[src/rtl/rmi_pkg.sv]
// Shared types and constants for the record marker indexer.
// Used by rmi_scan, rmi_out_queue, record_marker_indexer and rmi_checker.
`default_nettype none

package rmi_pkg;

    localparam int unsigned OUT_WIDTH   = 32;
    localparam int unsigned QUEUE_DEPTH = 4;

    localparam logic [7:0] CH_DOLLAR = 8'h24;
    localparam logic [7:0] CH_I      = 8'h69;
    localparam logic [7:0] CH_D      = 8'h64;
    localparam logic [7:0] CH_COLON  = 8'h3A;
    localparam logic [7:0] CH_NL     = 8'h0A;
    localparam logic [7:0] CH_ZERO   = 8'h30;
    localparam logic [7:0] CH_NINE   = 8'h39;

    typedef enum logic [7:0] {
        S_SEARCH  = 8'b0000_0001,
        S_NEWLINE = 8'b0000_0010,
        S_DOLLAR  = 8'b0000_0100,
        S_I       = 8'b0000_1000,
        S_D       = 8'b0001_0000,
        S_DIGITS  = 8'b0010_0000,
        S_CLOSE   = 8'b0100_0000,
        S_DONE    = 8'b1000_0000
    } t_state;

    typedef enum logic [1:0] {
        KIND_CLOSED = 2'd0,
        KIND_FINAL  = 2'd1,
        KIND_EMPTY  = 2'd2
    } t_kind;

    typedef struct packed {
        t_kind                  kind;
        logic [OUT_WIDTH-1:0]   id;
        logic [OUT_WIDTH-1:0]   start;
        logic [OUT_WIDTH-1:0]   length;
        logic [OUT_WIDTH-1:0]   number;
        logic                   last;
    } t_result;

    // Results produced by one byte: count is 0, 1 or 2, first is used before second.
    typedef struct packed {
        logic [1:0] count;
        t_result    first;
        t_result    second;
    } t_push;

endpackage

`default_nettype wire

[src/rtl/rmi_scan.sv]
// Input register, marker recognizer and entry bookkeeping for one byte per cycle while the queue has room.
// Depends on rmi_pkg; hands its results to rmi_out_queue.
`default_nettype none

module rmi_scan #(
    parameter int unsigned POS_WIDTH = 32,
    parameter int unsigned ID_WIDTH  = 32
) (
    input  wire logic           i_clk,
    input  wire logic           i_rst_n,
    input  wire logic           i_in_valid,
    output logic                o_in_ready,
    input  wire logic [7:0]     i_data_byte,
    input  wire logic           i_end_of_file,
    input  wire logic           i_room,
    output rmi_pkg::t_push      o_push
);
    import rmi_pkg::*;

    logic                 r_in_valid;
    logic [7:0]           r_in_byte;
    logic                 r_in_eof;

    t_state               r_state,      n_state;
    logic [ID_WIDTH-1:0]  r_id,         n_id;
    logic [POS_WIDTH-1:0] r_pos,        n_pos;
    logic [POS_WIDTH-1:0] r_line,       n_line;
    logic [ID_WIDTH-1:0]  r_open_id,    n_open_id;
    logic [POS_WIDTH-1:0] r_open_start, n_open_start;
    logic                 r_open_valid, n_open_valid;
    logic [OUT_WIDTH-1:0] r_count,      n_count;

    logic                 fire;
    logic                 is_digit;
    logic [ID_WIDTH-1:0]  digit;
    logic [POS_WIDTH-1:0] after;
    t_state               step_state;
    logic [ID_WIDTH-1:0]  step_id;
    logic [POS_WIDTH-1:0] step_line;
    logic [ID_WIDTH-1:0]  step_open_id;
    logic [POS_WIDTH-1:0] step_open_start;
    logic                 step_open_valid;
    logic [OUT_WIDTH-1:0] step_count;
    logic                 closes;
    t_result              closed_res;
    t_result              final_res;

    assign fire       = r_in_valid && i_room;
    assign o_in_ready = !r_in_valid || fire;

    assign is_digit = (r_in_byte >= CH_ZERO) && (r_in_byte <= CH_NINE);
    assign digit    = ID_WIDTH'(r_in_byte - CH_ZERO);
    assign after    = (&r_pos) ? r_pos : r_pos + 1'b1;

    always_comb begin
        step_state = S_SEARCH;
        step_id    = r_id;
        unique case (r_state)
            S_SEARCH:  step_state = (r_in_byte == CH_DOLLAR) ? S_DOLLAR : S_SEARCH;
            S_NEWLINE: step_state = (r_in_byte == CH_DOLLAR) ? S_DOLLAR : S_SEARCH;
            S_DOLLAR:  step_state = (r_in_byte == CH_I) ? S_I : S_SEARCH;
            S_I:       step_state = (r_in_byte == CH_D) ? S_D : S_SEARCH;
            S_D: begin
                if (r_in_byte == CH_COLON) begin
                    step_state = S_DIGITS;
                    step_id    = '0;
                end
            end
            S_DIGITS: begin
                if (is_digit) begin
                    step_state = S_DIGITS;
                    // Times ten as two shifts and an add; wraps at the id width.
                    step_id    = (r_id << 3) + (r_id << 1) + digit;
                end else if (r_in_byte == CH_DOLLAR) begin
                    step_state = S_CLOSE;
                end
            end
            S_CLOSE:   step_state = (r_in_byte == CH_NL) ? S_DONE : S_SEARCH;
            S_DONE:    step_state = (r_in_byte == CH_DOLLAR) ? S_DOLLAR : S_SEARCH;
            default:   step_state = (r_in_byte == CH_DOLLAR) ? S_DOLLAR : S_SEARCH;
        endcase
        // A newline that breaks a partial marker still starts a new line.
        if (step_state == S_SEARCH && r_in_byte == CH_NL) begin
            step_state = S_NEWLINE;
        end
    end

    always_comb begin
        closes          = (step_state == S_DONE) && r_open_valid;
        step_line       = r_line;
        step_open_id    = r_open_id;
        step_open_start = r_open_start;
        step_open_valid = r_open_valid;
        step_count      = r_count;

        closed_res.kind   = KIND_CLOSED;
        closed_res.id     = OUT_WIDTH'(r_open_id);
        closed_res.start  = OUT_WIDTH'(r_open_start);
        closed_res.length = OUT_WIDTH'(r_line - r_open_start);
        closed_res.number = r_count;
        closed_res.last   = !r_in_eof;

        if (step_state == S_NEWLINE) begin
            step_line = after;
        end else if (step_state == S_DONE) begin
            if (r_open_valid) begin
                step_count = r_count + 1'b1;
            end
            step_open_id    = r_id;
            step_open_start = after;
            step_line       = after;
            step_open_valid = 1'b1;
        end

        if (step_open_valid) begin
            final_res.kind   = KIND_FINAL;
            final_res.id     = OUT_WIDTH'(step_open_id);
            final_res.start  = OUT_WIDTH'(step_open_start);
            final_res.length = OUT_WIDTH'(step_line - step_open_start);
            final_res.number = step_count;
        end else begin
            final_res.kind   = KIND_EMPTY;
            final_res.id     = '0;
            final_res.start  = '0;
            final_res.length = '0;
            final_res.number = '0;
        end
        final_res.last = 1'b1;

        o_push.count  = {1'b0, closes} + {1'b0, r_in_eof};
        o_push.first  = closes ? closed_res : final_res;
        o_push.second = final_res;
        if (!fire) begin
            o_push.count = 2'd0;
        end

        // The last byte of a file leaves everything as after reset.
        if (r_in_eof) begin
            n_state      = S_SEARCH;
            n_id         = '0;
            n_pos        = '0;
            n_line       = '0;
            n_open_id    = '0;
            n_open_start = '0;
            n_open_valid = 1'b0;
            n_count      = '0;
        end else begin
            n_state      = step_state;
            n_id         = step_id;
            n_pos        = after;
            n_line       = step_line;
            n_open_id    = step_open_id;
            n_open_start = step_open_start;
            n_open_valid = step_open_valid;
            n_count      = step_count;
        end
    end

    always_ff @(posedge i_clk) begin
        if (!i_rst_n) begin
            r_in_valid <= 1'b0;
        end else if (o_in_ready) begin
            r_in_valid <= i_in_valid;
        end
    end

    always_ff @(posedge i_clk) begin
        if (o_in_ready && i_in_valid) begin
            r_in_byte <= i_data_byte;
            r_in_eof  <= i_end_of_file;
        end
    end

    always_ff @(posedge i_clk) begin
        if (!i_rst_n) begin
            r_state      <= S_SEARCH;
            r_id         <= '0;
            r_pos        <= '0;
            r_line       <= '0;
            r_open_id    <= '0;
            r_open_start <= '0;
            r_open_valid <= 1'b0;
            r_count      <= '0;
        end else if (fire) begin
            r_state      <= n_state;
            r_id         <= n_id;
            r_pos        <= n_pos;
            r_line       <= n_line;
            r_open_id    <= n_open_id;
            r_open_start <= n_open_start;
            r_open_valid <= n_open_valid;
            r_count      <= n_count;
        end
    end

endmodule

`default_nettype wire

[src/rtl/rmi_out_queue.sv]
// Four-entry result queue that takes up to two results per cycle and gives one while i_ready is high.
// Depends on rmi_pkg; fed by rmi_scan.
`default_nettype none

module rmi_out_queue (
    input  wire logic           i_clk,
    input  wire logic           i_rst_n,
    input  rmi_pkg::t_push      i_push,
    output logic                o_room,
    output logic                o_valid,
    input  wire logic           i_ready,
    output rmi_pkg::t_result    o_result
);
    import rmi_pkg::*;

    localparam int unsigned PTR_W = $clog2(QUEUE_DEPTH);
    localparam int unsigned CNT_W = $clog2(QUEUE_DEPTH + 1);

    t_result            r_mem [QUEUE_DEPTH];
    logic [PTR_W-1:0]   r_head, n_head;
    logic [PTR_W-1:0]   r_tail, n_tail;
    logic [CNT_W-1:0]   r_fill, n_fill;
    logic [PTR_W-1:0]   tail_next;
    logic               pop;

    // Room for a worst-case byte, not counting this cycle's pop.
    assign o_room    = r_fill <= CNT_W'(QUEUE_DEPTH - 2);
    assign o_valid   = r_fill != '0;
    assign o_result  = r_mem[r_head];
    assign pop       = o_valid && i_ready;
    assign tail_next = r_tail + 1'b1;

    always_comb begin
        n_head = pop ? r_head + 1'b1 : r_head;
        n_tail = r_tail + PTR_W'(i_push.count);
        n_fill = r_fill + CNT_W'(i_push.count) - CNT_W'(pop);
    end

    always_ff @(posedge i_clk) begin
        if (!i_rst_n) begin
            r_head <= '0;
            r_tail <= '0;
            r_fill <= '0;
        end else begin
            r_head <= n_head;
            r_tail <= n_tail;
            r_fill <= n_fill;
        end
    end

    always_ff @(posedge i_clk) begin
        if (i_push.count != 2'd0) begin
            r_mem[r_tail] <= i_push.first;
        end
        if (i_push.count == 2'd2) begin
            r_mem[tail_next] <= i_push.second;
        end
    end

endmodule

`default_nettype wire

[src/rtl/record_marker_indexer.sv]
// Top level of the record marker indexer: byte input channel, result output channel.
// Depends on rmi_pkg, rmi_scan and rmi_out_queue.
//
// Usage: file bytes arrive one per beat on the input channel, with i_end_of_file
// set on the last byte. Each completed "$id:<digits>$" marker line closes the
// previous entry, if one is open, with a closed-entry result; the last byte
// yields the final entry, or a no-entries result when the file held no
// marker. A byte can cause two results; last_of_run marks the last one.
// Throughput: one byte per cycle while the result queue has room, set by the
// scan step between the input register and the result queue; one result
// per cycle leaves while i_out_ready is high. An accepted byte waits in the
// input register, is scanned there and its results are written to the queue.
// Stall: when the receiver holds i_out_ready low, the four-entry result queue
// fills; the scan step then holds its input register and o_in_ready drops.
// Reset (synchronous, active low) empties the queue and returns the scanner
// to the start of a new file. After the last byte the scanner does so by itself.
`default_nettype none

module record_marker_indexer #(
    parameter int unsigned POS_WIDTH = 32,
    parameter int unsigned ID_WIDTH  = 32
) (
    input  wire logic           i_clk,
    input  wire logic           i_rst_n,
    input  wire logic           i_in_valid,
    output logic                o_in_ready,
    input  wire logic [7:0]     i_data_byte,
    input  wire logic           i_end_of_file,
    output logic                o_out_valid,
    input  wire logic           i_out_ready,
    output logic [1:0]          o_record_kind,
    output logic [31:0]         o_entry_id,
    output logic [31:0]         o_entry_start,
    output logic [31:0]         o_entry_length,
    output logic [31:0]         o_entry_number,
    output logic                o_last_of_run
);
    import rmi_pkg::*;

    t_push   push;
    t_result head;
    logic    room;

    rmi_scan #(
        .POS_WIDTH (POS_WIDTH),
        .ID_WIDTH  (ID_WIDTH)
    ) u_scan (
        .i_clk         (i_clk),
        .i_rst_n       (i_rst_n),
        .i_in_valid    (i_in_valid),
        .o_in_ready    (o_in_ready),
        .i_data_byte   (i_data_byte),
        .i_end_of_file (i_end_of_file),
        .i_room        (room),
        .o_push        (push)
    );

    rmi_out_queue u_queue (
        .i_clk    (i_clk),
        .i_rst_n  (i_rst_n),
        .i_push   (push),
        .o_room   (room),
        .o_valid  (o_out_valid),
        .i_ready  (i_out_ready),
        .o_result (head)
    );

    assign o_record_kind  = head.kind;
    assign o_entry_id     = head.id;
    assign o_entry_start  = head.start;
    assign o_entry_length = head.length;
    assign o_entry_number = head.number;
    assign o_last_of_run  = head.last;

endmodule

`default_nettype wire

[config.mk]
export PLATFORM = sky130hd
export DESIGN_NAME = record_marker_indexer
export DESIGN_NICKNAME = d
export VERILOG_FILES = /design/src/rtl/rmi_pkg.sv /design/src/rtl/rmi_scan.sv /design/src/rtl/rmi_out_queue.sv /design/src/rtl/record_marker_indexer.sv
export SDC_FILE = /design/constraint.sdc
export NUM_CORES = 2
export LEC_CHECK = 0
export ABC_AREA = 1
export BUFFER_PORTS_ARGS = -buffer_cell sky130_fd_sc_hd__clkbuf_2
export CORE_MARGIN = 2
export CORE_UTILIZATION = 45
export CTS_CLUSTER_DIAMETER = 80
export DETAILED_ROUTE_END_ITERATION = 16
export MAX_ROUTING_LAYER = met4
export PLACE_DENSITY = 0.69
export SKIP_LAST_GASP = 1
export SYNTH_ARGS = -nofsm -noshare
export SYNTH_HDL_FRONTEND = slang
export SYNTH_SLANG_ARGS = --single-unit
[constraint.sdc]
create_clock -name i_clk -period 7.3 [get_ports i_clk]
set_input_delay 0.73 -clock i_clk [delete_from_list [all_inputs] [get_ports i_clk]]
set_output_delay 0.73 -clock i_clk [all_outputs]
set_load 0.05 [all_outputs]
==> results_dict.tcl <==
set metrics [dict create \
    initial_core_util_pct 45.39 \
    synth_area_leader_cell "edfxtp_1" \
    cts_buffers 85 \
    drive_gt1_share_pct 10.24 \
    routed_wl_mm 151.4 \
    cp.required_ns 7.83 \
    vias 39776 \
    nNetsFinal 5310 \
    fin_util_pct 49.83 \
    numClockSinks 744 \
    run_status "complete, no violations" \
    drc 0 \
    final-max-slew-violation-count 0 \
    dp_slack_ns 2.169 \
    die_area_mm2 0.09832 \
    hp-class "in2reg" \
    synth_top_area_share_pct 36.84 \
    cts_resized 0 \
    period_share_pct 73.07 \
    cp_max_fo 34 \
    grt_remaining_overflow 0 \
    critPathLaunchType "flop" \
    design_power_total_w 0.01160 \
    yosys-top-cells-count "nand2_1 (1093), edfxtp_1 (529), o22ai_1 (496)" \
    syn_area_per_cell_um2 8.296 \
    crit_path_max_incr_delay_ns 0.60 \
    detail-route-antenna-nets 0 \
    syn-instance-count 5198 \
    async_flop_share_pct 0 \
    grt_pass1_wl_mm 226.9 \
    yosysSeqAreaShare_pct 46.82 \
    insertion_delay_ns 0.68 \
    vias_per_cell 6.120 \
    grt_pass1_vias 37229 \
    tightest_slew_ns 1.244 \
    maxSlewHeadroom_pct 16.22 \
    holdWs_ns 0.2416 \
    firstDrtPassIters 6 \
    fin_worst_skew_ns 0.03034 \
    synth_edf_count 529 \
    cpMostUsedCell "nand2_1" \
    clockRootBuffer "clkbuf_16" \
    hold_buffers 0 \
    cts_tree "yes" \
    ir_drop_mv 0.1961 \
    hold_viol 0 \
    num_io_pins 146 \
    row_count 113 \
    path_cells "inv_1, ha_1, nand2_1, nor2_1, nand3_1, nor2_1, nor2_1, nand3_2, nand2_2, mux2_2, ha_1, nand2_1, o21ai_0, a21oi_1, o21ai_0, nand3_1, nand4_1, nand2_1, o21ai_0, nand3_1, nand2_1" \
    fmax_ghz 0.1875 \
    drt_iter0_markers 4995 \
    cp.arrival_ns 5.86 \
    syn_to_final_growth_pct 9.790 \
    gp_congestion 1.011 \
    htree_levels 3 \
    core-area_mm2 0.09501 \
    grt_max_degree 189 \
    crit_type "reg2reg" \
    synth_warnings 0 \
    fin_setup_tns_ns 0 \
    io_buffers 145 \
    cts_max_path_buffers 3 \
    p_leak_nw 17.56 \
    dpl.hpwl_mm 97.06 \
    yosysUniqueCellTypes 57 \
    antenna_found_initial 3 \
    post-route-min-period_ns 5.334 \
    synth_area_mm2 0.04312 \
    drv_cap 0 \
    wl_per_cell_um 23.30 \
    setup_ws_ns 1.966 \
    rsz0062_at_grt "no" \
    ys_top_cells_by_area "edfxtp_1 (37%), dfxtp_1 (10%), nand2_1 (9.5%)" \
    endpoint_kind "flop" \
    powerDensity_mw_per_mm2 245.1 \
    post-synth-top-count-cell "nand2_1" \
    setup_viol 0 \
    die_h_um 313.6 \
    critical_path.slowest_cell "nand2_2" \
    grt_usage_pct 30.89 \
    dieWidth_um 313.6 \
    cts_setup_buffers 0 \
    synth-main-ff-cell "edfxtp_1" \
    synth-seq-cells 744 \
    synth_nets 5347 \
    path_clk_slew_ns 0.06 \
]
==> flip-flops by register name (all words and copies together) (netlist names), named ones only <==
name,cells
u_scan.r_open_valid,1
u_scan.r_in_byte,8
u_scan.r_state,8
u_queue.r_fill,3
u_queue.r_mem,524
u_scan.r_in_eof,1
u_scan.r_open_id,32
u_queue.r_tail,2
u_scan.r_pos,32
u_scan.r_in_valid,1
u_scan.r_line,32
u_scan.r_open_start,32
u_scan.r_count,32
u_queue.r_head,2
u_scan.r_id,32
==> layout by cell type (no fill, tap or decap), types with 33 or more instances in the layout <==
cell type | synthesis | layout
nand2_2 | 41 | 39
or2_2 | 34 | 34
ha_1 | 104 | 104
a21oi_1 | 332 | 332
xnor2_1 | 33 | 33
xor2_1 | 63 | 63
inv_1 | 326 | 325
o22ai_1 | 496 | 496
o21ai_0 | 474 | 474
buf_4 | 13 | 40
nand2_1 | 1093 | 1084
clkbuf_2 | 0 | 145
dfxtp_1 | 215 | 213
nor3_1 | 41 | 41
nand4_1 | 37 | 37
edfxtp_1 | 529 | 529
nand3_1 | 220 | 220
nor2_1 | 489 | 489
o21ai_1 | 55 | 54
clkbuf_16 | 0 | 86
==> final timing paths <==
check	slack, ns	startpoint	cells past startpoint	end
worst max-delay path	1.97	u_scan.r_in_byte[4]	21	u_queue.r_mem[2][57]
worst max register to register	1.97	u_scan.r_in_byte[4]	21	u_queue.r_mem[2][57]
worst min-delay path	0.24	i_data_byte[0]	1	u_scan.r_in_byte[0]
worst min register to register	0.46	u_scan.r_id[3]	2	u_scan.r_id[3]
==> per-stage QoR <==
step                instance area, um2  cells
global placement                 44610   6339
detailed placement               44610   6339
finish                           47340   6499
CTS                              47340   6497
floorplan                        43120   5198
global route                     47340   6497
==> report_power, final <==
part	total (W)	switching [W]	internal, W
combinational	0.00267	0.00219	0.000474
clock	0.00426	0.00188	0.00238
sequential	0.00468	0.000101	0.00458
==> cell type report <==
class,instances,area (um2)
Inverter,354,1360
Antenna cell,2,5.005
Clock buffer,108,2285
Fill cell,8955,47670
Clock inverter,50,445.4
Timing Repair Buffer,191,1146
Sequential cell,744,20200
Tap cell,1265,1583
Multi-Input combinational cell,3785,20320
==> cells by family (layout without fill, tap and decap cells) <==
kind of cell	Yosys count	after routing	synth area share, %
other cells	0	2	0
mux	54	54	1.329
simple gates	2019	2019	19.67
fa+ha+maj	136	136	4.503
flops	744	744	46.82
compound gates	1480	1480	19.48
xor+xnor	96	96	1.950
buf+inv	669	703	6.256
==> routing by layer <==
metal	part of all wire, %	wire length, um	track usage, %	vias to the layer above
met5	0	0	-	-
met4	3.8	5783	12.48	0
met3	10	15310	4.361	360
met2	45	68100	46.93	2321
met1	41	62220	41.71	18916
li1	-	-	-	18179
==> critical path: cells and delay by family, from the launching register on <==
kind	cells	cell delay, ns
DFF	1	0.45
and+or+nand+nor	13	2.29
AOI/OAI and AO/OA	4	1.22
buffers and inverters	1	0.12
adders and majority gates	2	0.56
muxes	1	0.53
Power figures use the tool's default switching activity.
